`config.mk`:
```
export PLATFORM = sky130hd
export DESIGN_NAME = moving_average_frame_rate_meter
export DESIGN_NICKNAME = d
export VERILOG_FILES = /design/src/mafr_pkg.sv /design/src/mafr_front.sv /design/src/mafr_queue.sv /design/src/mafr_back.sv /design/src/moving_average_frame_rate_meter.sv
export SDC_FILE = /design/constraint.sdc
export NUM_CORES = 2
export LEC_CHECK = 0
export BUFFER_PORTS_ARGS = -buffer_cell sky130_fd_sc_hd__buf_2
export CORE_ASPECT_RATIO = 0.75
export CORE_MARGIN = 5
export CORE_UTILIZATION = 60
export DETAILED_ROUTE_END_ITERATION = 8
export PLACE_DENSITY_LB_ADDON = 0.08
export SYNTH_ARGS = -nofsm -noshare
export SYNTH_HDL_FRONTEND = slang
export SYNTH_SLANG_ARGS = --single-unit
```
`constraint.sdc`:
```
create_clock -name clk -period 15.7 [get_ports clk]
set_input_delay 3.14 -clock clk [delete_from_list [all_inputs] [get_ports clk]]
set_output_delay 3.14 -clock clk [all_outputs]
set_load 0.01 [all_outputs]
```
`src/mafr_pkg.sv`:
```
`default_nettype none
package mafr_pkg;

  localparam int MAX_WINDOW = 64;
  localparam int STAMP_BITS = 48;
  localparam int INTERVAL_W = 32;
  localparam int RATE_W     = 32;
  localparam int FRAC_BITS  = 8;
  localparam int WL_W       = 7;
  localparam int PTR_W      = $clog2(MAX_WINDOW);
  localparam int N_W        = $clog2(MAX_WINDOW + 1);
  localparam int SUM_W      = INTERVAL_W + PTR_W;
  localparam int PROD_W     = N_W + RATE_W;
  localparam int NUMER_W    = PROD_W + FRAC_BITS;
  localparam int CNT_W      = $clog2(NUMER_W);

  localparam logic CMD_START = 1'b0;
  localparam logic CMD_FRAME = 1'b1;

  localparam logic REG_WINDOW_LENGTH = 1'b0;
  localparam logic REG_TICK_RATE     = 1'b1;

  localparam logic [WL_W-1:0]   WL_RESET   = WL_W'(60);
  localparam logic [RATE_W-1:0] TICK_RESET = RATE_W'(1000);

  // one classified event between front and back
  typedef struct packed {
    logic                  frame;
    logic [INTERVAL_W-1:0] interval;
  } op_t;

  // configuration as seen by the back end
  typedef struct packed {
    logic [N_W-1:0]    n;
    logic [RATE_W-1:0] tick_rate;
    logic              clear;
  } cfg_t;

endpackage
`default_nettype wire

```
`src/mafr_front.sv`:
```
`default_nettype none
module mafr_front (
  input  wire logic                           clk,
  input  wire logic                           rst,
  input  wire logic                           in_valid,
  output logic                                in_stall,
  input  wire logic                           command,
  input  wire logic [mafr_pkg::STAMP_BITS-1:0] timestamp,
  output logic                                push,
  output mafr_pkg::op_t                       push_op,
  input  wire logic                           q_full
);
  import mafr_pkg::*;

  logic [STAMP_BITS-1:0] previous_stamp;
  logic [STAMP_BITS-1:0] diff;
  logic                  accept;
  logic                  is_frame;

  assign in_stall = q_full;
  assign accept   = in_valid && !q_full;
  assign diff     = timestamp - previous_stamp;
  assign is_frame = (command == CMD_FRAME) && (diff != '0);

  always_comb begin
    push_op.frame = is_frame;
    // saturate long gaps to the interval width
    if (64'(diff) > 64'({INTERVAL_W{1'b1}})) begin
      push_op.interval = {INTERVAL_W{1'b1}};
    end else begin
      push_op.interval = INTERVAL_W'(diff);
    end
  end

  assign push = accept;

  always_ff @(posedge clk) begin
    if (rst) begin
      previous_stamp <= '0;
    end else if (accept && ((command == CMD_START) || is_frame)) begin
      previous_stamp <= timestamp;
    end
  end

endmodule
`default_nettype wire

```
`src/mafr_queue.sv`:
```
`default_nettype none
module mafr_queue (
  input  wire logic          clk,
  input  wire logic          rst,
  input  wire logic          push,
  input  wire mafr_pkg::op_t push_op,
  output logic               full,
  input  wire logic          pop,
  output logic               q_valid,
  output mafr_pkg::op_t      q_op
);
  import mafr_pkg::*;

  op_t        entries [2];
  logic       wr_ptr;
  logic       rd_ptr;
  logic [1:0] count;
  logic       do_push;
  logic       do_pop;

  assign full    = (count == 2'd2);
  assign q_valid = (count != 2'd0);
  assign q_op    = entries[rd_ptr];
  assign do_push = push && !full;
  assign do_pop  = pop && q_valid;

  always_ff @(posedge clk) begin
    if (do_push) begin
      entries[wr_ptr] <= push_op;
    end
  end

  always_ff @(posedge clk) begin
    if (rst) begin
      wr_ptr <= 1'b0;
      rd_ptr <= 1'b0;
      count  <= 2'd0;
    end else begin
      if (do_push) begin
        wr_ptr <= !wr_ptr;
      end
      if (do_pop) begin
        rd_ptr <= !rd_ptr;
      end
      case ({do_push, do_pop})
        2'b10:   count <= count + 2'd1;
        2'b01:   count <= count - 2'd1;
        default: count <= count;
      endcase
    end
  end

endmodule
`default_nettype wire

```
`src/mafr_back.sv`:
```
`default_nettype none
module mafr_back (
  input  wire logic                         clk,
  input  wire logic                         rst,
  input  wire mafr_pkg::cfg_t               cfg,
  input  wire logic                         q_valid,
  input  wire mafr_pkg::op_t                q_op,
  output logic                              pop,
  output logic                              out_valid,
  input  wire logic                         out_stall,
  output logic [mafr_pkg::RATE_W-1:0]       frame_rate,
  output logic                              rate_valid
);
  import mafr_pkg::*;

  typedef enum logic [1:0] {
    S_IDLE,
    S_UPDATE,
    S_DIV,
    S_DONE
  } state_t;

  state_t                state;
  logic [INTERVAL_W-1:0] win_mem [MAX_WINDOW];
  logic [INTERVAL_W-1:0] mem_q;
  logic [MAX_WINDOW-1:0] win_vld;
  logic [PTR_W-1:0]      ptr;
  logic [PTR_W-1:0]      slot;
  logic [PTR_W-1:0]      rd_addr;
  logic [INTERVAL_W-1:0] interval;
  logic [SUM_W-1:0]      interval_sum;
  logic [SUM_W-1:0]      sum_next;
  logic [INTERVAL_W-1:0] old_interval;
  logic [N_W-1:0]        slot_inc;
  logic [PTR_W-1:0]      ptr_next;
  logic [NUMER_W-1:0]    dq;
  logic [SUM_W-1:0]      rem;
  logic [SUM_W:0]        rem_sh;
  logic                  ge;
  logic [SUM_W-1:0]      rem_next;
  logic [CNT_W-1:0]      cnt;
  logic                  mem_we;

  // slot that the next frame goes into
  assign rd_addr = (N_W'(ptr) >= cfg.n) ? '0 : ptr;
  assign pop     = (state == S_IDLE) && q_valid && !out_valid;
  assign mem_we  = (state == S_UPDATE);

  always_ff @(posedge clk) begin
    if (mem_we) begin
      win_mem[slot] <= interval;
    end
    mem_q <= win_mem[rd_addr];
  end

  // unwritten slots read as zero
  assign old_interval = win_vld[slot] ? mem_q : '0;
  assign sum_next     = interval_sum - SUM_W'(old_interval) + SUM_W'(interval);
  assign slot_inc     = N_W'(slot) + N_W'(1);
  assign ptr_next     = (slot_inc >= cfg.n) ? '0 : PTR_W'(slot_inc);

  // one restoring division step per cycle
  assign rem_sh   = {rem, dq[NUMER_W-1]};
  assign ge       = (rem_sh >= {1'b0, interval_sum});
  assign rem_next = ge ? SUM_W'(rem_sh - {1'b0, interval_sum}) : SUM_W'(rem_sh);

  always_ff @(posedge clk) begin
    if (rst) begin
      state        <= S_IDLE;
      out_valid    <= 1'b0;
      win_vld      <= '0;
      ptr          <= '0;
      interval_sum <= '0;
    end else begin
      if (out_valid && !out_stall) begin
        out_valid <= 1'b0;
      end
      if (cfg.clear) begin
        win_vld      <= '0;
        ptr          <= '0;
        interval_sum <= '0;
      end
      case (state)
        S_IDLE: begin
          if (pop) begin
            if (q_op.frame) begin
              slot     <= rd_addr;
              interval <= q_op.interval;
              state    <= S_UPDATE;
            end else begin
              out_valid  <= 1'b1;
              frame_rate <= '0;
              rate_valid <= 1'b0;
            end
          end
        end
        S_UPDATE: begin
          interval_sum  <= sum_next;
          win_vld[slot] <= 1'b1;
          ptr           <= ptr_next;
          // numerator n * tick_rate in Q.8
          dq            <= {PROD_W'(cfg.n) * PROD_W'(cfg.tick_rate), {FRAC_BITS{1'b0}}};
          rem           <= '0;
          cnt           <= '0;
          state         <= S_DIV;
        end
        S_DIV: begin
          rem <= rem_next;
          dq  <= {dq[NUMER_W-2:0], ge};
          cnt <= cnt + CNT_W'(1);
          if (cnt == CNT_W'(NUMER_W - 1)) begin
            state <= S_DONE;
          end
        end
        S_DONE: begin
          out_valid  <= 1'b1;
          rate_valid <= 1'b1;
          if (|dq[NUMER_W-1:RATE_W]) begin
            frame_rate <= {RATE_W{1'b1}};
          end else begin
            frame_rate <= dq[RATE_W-1:0];
          end
          state <= S_IDLE;
        end
        default: state <= S_IDLE;
      endcase
    end
  end

endmodule
`default_nettype wire

```
`src/moving_average_frame_rate_meter.sv`:
```
// a start or zero-interval beat passes the queue and is answered from the idle state;
//   a frame beat goes through the window update, then a 47-step serial divider
// the back end takes no new beat until its result has left; the divider makes one bit
//   per cycle, and a 2-entry queue lets input run ahead of the divider
// reset: synchronous; window_length 60, tick_rate 1000, window cleared at once
//   through per-slot valid bits, so no clearing pass is needed
`default_nettype none
module moving_average_frame_rate_meter (
  input  wire logic                            clk,
  input  wire logic                            rst,
  input  wire logic                            psel,
  input  wire logic                            penable,
  input  wire logic                            pwrite,
  input  wire logic [2:0]                      paddr,
  input  wire logic [31:0]                     pwdata,
  output logic [31:0]                          prdata,
  output logic                                 pready,
  input  wire logic                            in_valid,
  output logic                                 in_stall,
  input  wire logic                            command,
  input  wire logic [mafr_pkg::STAMP_BITS-1:0] timestamp,
  output logic                                 out_valid,
  input  wire logic                            out_stall,
  output logic [mafr_pkg::RATE_W-1:0]          frame_rate,
  output logic                                 rate_valid
);
  import mafr_pkg::*;

  logic [WL_W-1:0]   window_length;
  logic [RATE_W-1:0] tick_rate;
  logic              wr_en;
  logic              push;
  op_t               push_op;
  logic              q_full;
  logic              q_pop;
  logic              q_valid;
  op_t               q_op;
  cfg_t              cfg;

  assign pready = 1'b1;
  assign wr_en  = psel && penable && pwrite && pready;

  always_ff @(posedge clk) begin
    if (rst) begin
      window_length <= WL_RESET;
      tick_rate     <= TICK_RESET;
    end else if (wr_en) begin
      case (paddr[2])
        REG_WINDOW_LENGTH: window_length <= pwdata[WL_W-1:0];
        REG_TICK_RATE:     tick_rate     <= pwdata[RATE_W-1:0];
        default:           window_length <= window_length;
      endcase
    end
  end

  always_comb begin
    case (paddr[2])
      REG_WINDOW_LENGTH: prdata = 32'(window_length);
      REG_TICK_RATE:     prdata = 32'(tick_rate);
      default:           prdata = '0;
    endcase
  end

  // zero length acts as one, long lengths clamp to the store size
  always_comb begin
    if (window_length == '0) begin
      cfg.n = N_W'(1);
    end else if (32'(window_length) > MAX_WINDOW) begin
      cfg.n = N_W'(MAX_WINDOW);
    end else begin
      cfg.n = N_W'(window_length);
    end
    cfg.tick_rate = tick_rate;
    cfg.clear     = wr_en && (paddr[2] == REG_WINDOW_LENGTH);
  end

  mafr_front u_front (
    .clk       (clk),
    .rst       (rst),
    .in_valid  (in_valid),
    .in_stall  (in_stall),
    .command   (command),
    .timestamp (timestamp),
    .push      (push),
    .push_op   (push_op),
    .q_full    (q_full)
  );

  mafr_queue u_queue (
    .clk     (clk),
    .rst     (rst),
    .push    (push),
    .push_op (push_op),
    .full    (q_full),
    .pop     (q_pop),
    .q_valid (q_valid),
    .q_op    (q_op)
  );

  mafr_back u_back (
    .clk        (clk),
    .rst        (rst),
    .cfg        (cfg),
    .q_valid    (q_valid),
    .q_op       (q_op),
    .pop        (q_pop),
    .out_valid  (out_valid),
    .out_stall  (out_stall),
    .frame_rate (frame_rate),
    .rate_valid (rate_valid)
  );

endmodule
`default_nettype wire

```
Word-level counts from Yosys, hierarchy flattened
Memory sizes are Yosys's and may differ from the RTL's. A register that Yosys moved wholly into a read port is not among the register bits.
Cells that the tools add are included.
{ "classes": {"mul": 1, "magnitude_cmp": 7, "bitwise": 4, "div_mod_pow": 0, "n_eq_ne": 11, "reduce_logical": 33, "muxes": 44, "add_sub_neg": 8, "shifts": 0} }
{ "op_table": {"columns": ["cell", "count"], "rows": [
  ["2-to-1 mux 64 bit", 3],
  ["2-to-1 mux 32 bit", 5],
  ["case mux 32 bit (2 select lines)", 2],
  ["2-to-1 mux 38 bit", 3],
  ["case mux 47 bit (2 select lines)", 1],
  ["case mux 38 bit (2 select lines)", 1],
  ["OR 64 bit", 1],
  ["> comparator 48 x 32 -> 1 bit (second input constant)", 1],
  ["nonzero test 48 bit", 1],
  ["subtractor 48 bit", 1],
  [">= comparator 39 x 38 -> 1 bit", 1],
  ["multiplier 7 x 32 -> 39 bit", 1],
  ["adder 38 x 32 -> 38 bit", 1],
  ["subtractor 38 x 32 -> 38 bit", 1],
  ["subtractor 38 bit", 1],
  ["2-to-1 mux 6 bit", 4],
  ["OR reduction 15 bit", 1],
  ["2-to-1 mux 7 bit", 2],
  ["2-to-1 mux 1 bit", 13],
  ["logical AND 1 bit", 12],
  ["case mux 6 bit (2 select lines)", 1],
  ["nonzero test 2 bit", 5],
  ["equality test 2 bit (second input constant)", 4],
  ["case mux 2 bit (4 select lines)", 1],
  ["other kinds (26)", 41]
]} }
{ "totals": {"regBits": 364, "out_inout_bits": 68, "mem_bits_rw": 2114, "latch_bits": 0, "mem_count": 2, "word_cells": 128, "in_bits": 91, "rom_bits": 0} }
{ "memory_table": {"columns": ["memory", "words", "word_bits", "rd", "rd_ports_with_merged_regs", "wr", "line_no", "rtl"], "rows": [
  ["u_back.win_mem", 64, 32, 1, 1, 1, "mafr_back.sv:24", "logic [INTERVAL_W-1:0] win_mem [MAX_WINDOW];"],
  ["u_queue.entries", 2, 33, 1, 1, 1, "mafr_queue.sv:14", "op_t entries [2];"]
]} }

Logic depth before layout (Yosys ltp)
{ "logic_depth": {"depth_word": 7, "ltp_mapped": 28, "mapped_depth_nobuf": 25} }

Hierarchy
From an unflattened synthesis, not the netlist that was laid out.
{ "unflattened": {"hier_cells": 9161, "area_unflattened_um2": 114207.0} }
{ "modules_own_cells": {"columns": ["mod", "cells_each", "seq_area_each_um2", "instances", "area_per_inst_um2"], "rows": [
  ["mafr_back", 7819, 69226.4, 1, 102951.2],
  ["mafr_front", 1000, 960.9, 1, 6621.4],
  ["mafr_queue", 129, 2082.0, 1, 2598.7],
  ["moving_average_frame_rate_meter", 213, 780.7, 1, 2035.7]
]} }

Worst setup path before layout
No wires, ideal clock.
{ "synth_path": {"kind": "input port to flip-flop", "startpoint": "input rst", "endpoint": "register u_back.cnt[0] (enable)", "path_buffers": 2, "setup_time_ns": 0.551, "required_time_ns": 15.149, "cell_stages": 3, "arrival_ns": 7.495, "slack_ns": 7.654, "path_cell_list": "clkbuf_1 -> clkbuf_1 -> nor2b_1"} }
{ "synth_between": {"elab_chain_cells": 2} }
{ "synth_lines": {"columns": ["element", "line_no", "rtl"], "rows": [
  ["start: declaration", "moving_average_frame_rate_meter.sv:10", "input wire logic rst,"],
  ["inverter 1 bit (no line)", null, null],
  ["AND reduction 2 bit (no line)", null, null],
  ["end signal: assignment", "mafr_back.sv:110", "cnt <= cnt + CNT_W'(1);"],
  ["end: declaration", "mafr_back.sv:41", "logic [CNT_W-1:0] cnt;"]
]} }
No other way between the ends.
A chain may end at the register's enable or synchronous reset.

Worst setup path after layout
{ "layout_path": {"startpoint": "register u_back.slot[1]", "endpoint": "register u_back.interval_sum[34]"} }
{ "layout_between": {"elab_chain_cells": 6} }
{ "layout_lines": {"columns": ["element", "line_no", "rtl"], "rows": [
  ["start: declaration", "mafr_back.sv:28", "logic [PTR_W-1:0] slot;"],
  ["start signal: assignment", "mafr_back.sv:87", "slot <= rd_addr;"],
  ["binary-select mux 1 bit (select 6 bit)", "mafr_back.sv:57", "assign old_interval = win_vld[slot] ? mem_q : '0;"],
  ["2-to-1 mux 1 bit (not written as such)", "mafr_back.sv:57", null],
  ["2-to-1 mux 32 bit", "mafr_back.sv:57", null],
  ["subtractor 38 x 32 -> 38 bit", "mafr_back.sv:58", "assign sum_next = interval_sum - SUM_W'(old_interval) + SUM_W'(interval);"],
  ["adder 38 x 32 -> 38 bit", "mafr_back.sv:58", null],
  ["2-to-1 mux 38 bit", "mafr_back.sv:83", "case (state)"],
  ["end signal: assignment", "mafr_back.sv:98", "interval_sum <= sum_next;"],
  ["end: declaration", "mafr_back.sv:31", "logic [SUM_W-1:0] interval_sum;"]
]} }
No other way between the ends. The select of a mux whose other input is x is not followed.

==> run summary <==
Sequential share of power: 44.0%
Crit-path slowest cell: edfxtp_1
Clk pwr share: 32.0%
R2r endpoint: u_back.interval_sum[34]
IO Pins: 159
Minimum clock period: 7.69 ns
Yosys cell types: 88
Detailed Place HPWL: 179000 um
Total CTS buffers: 227
GRT Util Overall: 30.5%
Clock root buffer: clkbuf_16
Final wirelength: 298000 um
Power, Total: 0.0175 W
Cell leakage power: 41.2 nW
PortBufs: 155
Hold slack final: 0.461 ns
Hold buffer count at cts: 0
Post-synth EDFFs: 2276
Layout Cells excl Fill: 10300
Measured slew at the worst slew-check pin: 1.35 ns
Tcrit/Tclk final: 49.0%
Required @ worst endpoint: 16.45 ns
CTS sink cnt: 2511
Clock-pin slew of the registers on the worst-case setup and hold paths: 0.07 ns
Sequential share of the synthesized area: 65.2%
Setup TNS: 0 ns
Initial antenna violation count: 13
Final Max Slew Viols: 0
Worst-path maximum fanout: 32
FILL cells: 13000
Hold Crit Class: register to register
Max-cap violations: 0
CTS tree: built
Die Area: 196000 um^2
Syn Inst Count: 7418
Initial DRC count: 8717
H-tree Lvls: 4
Share of cells above drive strength 1: 16.7%
Global route total overflow: 0
Crit end category: register
RSZ-0062 raised after global routing: false
Clk_lat worst skew: 0.87 ns
Number of synthesized register bits: 2511
Avg Vias per Cell: 6.42
Antenna-violating nets left: 0
PD cells: 141 nW/um^2
Ys flop type: edfxtp_1
GPL Wtd Cong: 0.895
Synthesized area: 112000 um^2
Worst Hold Launch: u_back.interval_sum[22]
Max Fclk: 130 MHz
PostCTS Resize Cnt: 0
Comb pwr share: 24.0%
Final setup viols: 0
Crit path kind: register to register
DIE WIDTH: 509 um
First-pass GRT wire length: 434000 um
Sw Ratio: 29.7%
Critical Path Source Type: register
Die Y-Extent: 384 um
FF-to-FF path depth: 25
Post-CTS setup buffer count: 0
Internal power: 0.0123 W
Largest stage delay on the critical path: 1.26 ns
Worst Skew: 0.0489 ns
DRC errors left: 0
Placed Cells: 9862
Final #Nets: 8064
Drt pass-1 iters: 8
Status: complete, no violations
WL/cell: 29.0 um
Hold EP: u_back.interval_sum[22]
Most frequent cells in the layout: edfxtp_1, nand2_1, mux4_2, inv_1, mux2i_1
Initial core utilization: 60.3%
Ys async rst share: 0%
Slew headroom: 9.84%
Core Footprint: 186000 um^2
Yosys warns: 0
Pin count of the biggest net entering global routing: 147
Sw power: 0.00518 W
R2r setup slk: 8.01 ns
Worst R2R Start: u_back.slot[1]
Endpoints failing hold: 0
Number of global-route vias before repair: 63100
Hold Crit Depth: 2
Max Root-Sink Buffers: 3
Delay-heaviest family, CP: compound AO/OA/AOI/OAI gates
Critical path buffers and inverters: 2
Commonest non-fill, non-tap cell in the layout: edfxtp_1
Mapped Nets: 7893
CP arrival: 8.45 ns
Mapped Avg Cell Area: 15.1 um^2
Row count: 137
Max rail drop VDD: 0.113 mV
Layout area overhead: 10.6%
DR vias: 66000
==> how the worst max path moves through the flow <==
stage | from | end | cells after the start
floorplan | rst | u_back.cnt[0] | 3
global placement | timestamp[1] | u_front.previous_stamp[40] | 15
detailed placement | timestamp[1] | u_front.previous_stamp[38] | 15
CTS | paddr[2] | prdata[5] | 3
global route | u_back.slot[1] | u_back.interval_sum[34] | 25
finish | u_back.slot[1] | u_back.interval_sum[34] | 25
==> Yosys cell counts (11+ instances only) <==
cell type	n	share of area, %
xnor2_1	88	0.69
o21a_1	52	0.35
nand3_1	62	0.28
mux2_2	134	1.3
a21oi_1	249	1.1
a211oi_1	52	0.35
ha_1	201	2.2
a22oi_1	85	0.57
o21bai_1	24	0.16
clkbuf_1	286	0.96
inv_1	376	1.3
buf_2	30	0.13
nor2b_1	32	0.18
nor3_1	46	0.21
a31oi_1	29	0.16
and2_1	237	1.3
buf_1	64	0.21
o22ai_1	11	0.061
nand4_1	27	0.15
nand3b_1	16	0.11
nand2_1	684	2.3
dfxtp_1	235	4.2
o31ai_1	38	0.25
o21ai_0	135	0.60
nand2b_1	126	0.70
a311oi_1	61	0.48
edfxtp_1	2276	61
mux4_2	378	7.6
nor2_1	347	1.2
and3_1	74	0.41
a21o_1	108	0.72
fa_1	183	3.3
mux2i_1	363	3.2
o211ai_1	84	0.56
xor2_1	55	0.43
==> flip-flops by register name, summed over array words and instances, names as in the netlist, 2 cells and up, named ones only <==
name and cells:
tick_rate 32, u_back.cnt 6, u_back.dq 47, u_back.frame_rate 32, u_back.interval 32, u_back.interval_sum 38, u_back.mem_q 32, u_back.ptr 6
u_back.rem 38, u_back.slot 6, u_back.state 2, u_back.win_mem 2048, u_back.win_vld 64, u_front.previous_stamp 48, u_queue.count 2, u_queue.entries 66
window_length 7
==> worst reg2reg max path, cell delays in order (launching register included) <==
cell and delay [ns]:
edfxtp_1 1.26, nor2b_1 0.24, a221oi_1 0.37, nor2_1 0.08
a311oi_1 0.31, o22ai_1 0.16, nor4_1 0.48, o21ai_2 0.10
buf_4 0.25, and2_1 0.22, ha_1 0.27, inv_1 0.05
ha_1 0.22, fa_1 0.47, a21o_1 0.18, a21oi_1 0.23
o21bai_1 0.15, a2111oi_0 0.86, or3b_2 0.30, nand3_1 0.11
nand2_1 0.13, o21ai_0 0.24, a31oi_1 0.30, nor2b_1 0.09
or3_1 0.31, a32o_1 0.25
==> layout make-up <==
type                            instances  area (um^2)  area share (%)
Timing Repair Buffer                  328         2160            1.74
Clock buffer                          305         6340            5.11
Multi-Input combinational cell       4141        36700            29.6
Inverter                              380         1440            1.16
Sequential cell                      2511        73100            58.9
Tap cell                             2502         3130            2.52
Antenna cell                            1         2.50         0.00202
Clock inverter                        118         1140           0.920
==> metal layers <==
layer	wire [um]	vias to the layer above	track usage, %
met5	12	-	0
met4	7660	2	7.38
met3	36400	430	8.19
met2	128000	3479	43.7
met1	126000	33800	47.0
li1	-	28300	-
==> power groups by stage <==
stage               combinational [W]  sequential (W)  clock [W]
finish                        0.00419         0.00769    0.00558
global route                  0.00455         0.00770    0.00595
CTS                           0.00413         0.00768    0.00565
detailed placement            0.00410         0.00782          0
global placement              0.00405         0.00781          0
floorplan                     0.00303         0.00775          0
==> logic make-up (layout without fill, tap and decap cells) <==
family                   after synthesis  after routing  share of synthesized area, %
multiplexers                         876            876                          12.2
other                                  1              2                       0.00335
XOR/XNOR                             143            143                          1.12
AO/OA/AOI/OAI                       1026           1026                          6.15
flip-flops                          2511           2511                          65.2
adder cells (fa/ha/maj)              384            384                          5.51
AND/OR/NAND/NOR                     1711           1711                          7.24
buffers and inverters                766           1131                          2.63
==> through the flow <==
stage / worst slack, ns / util [%] / cell area [um^2]
after floorplan: 7.65 / - / 112000
after global placement: 7.77 / 62.7 / 117000
after detailed placement: 7.65 / 62.7 / 117000
after CTS: 8.24 / 66.7 / 124000
after global routing: 7.75 / 66.7 / 124000
final: 8.01 / 66.7 / 124000
No activity file was read; power rests on OpenSTA's default activity.
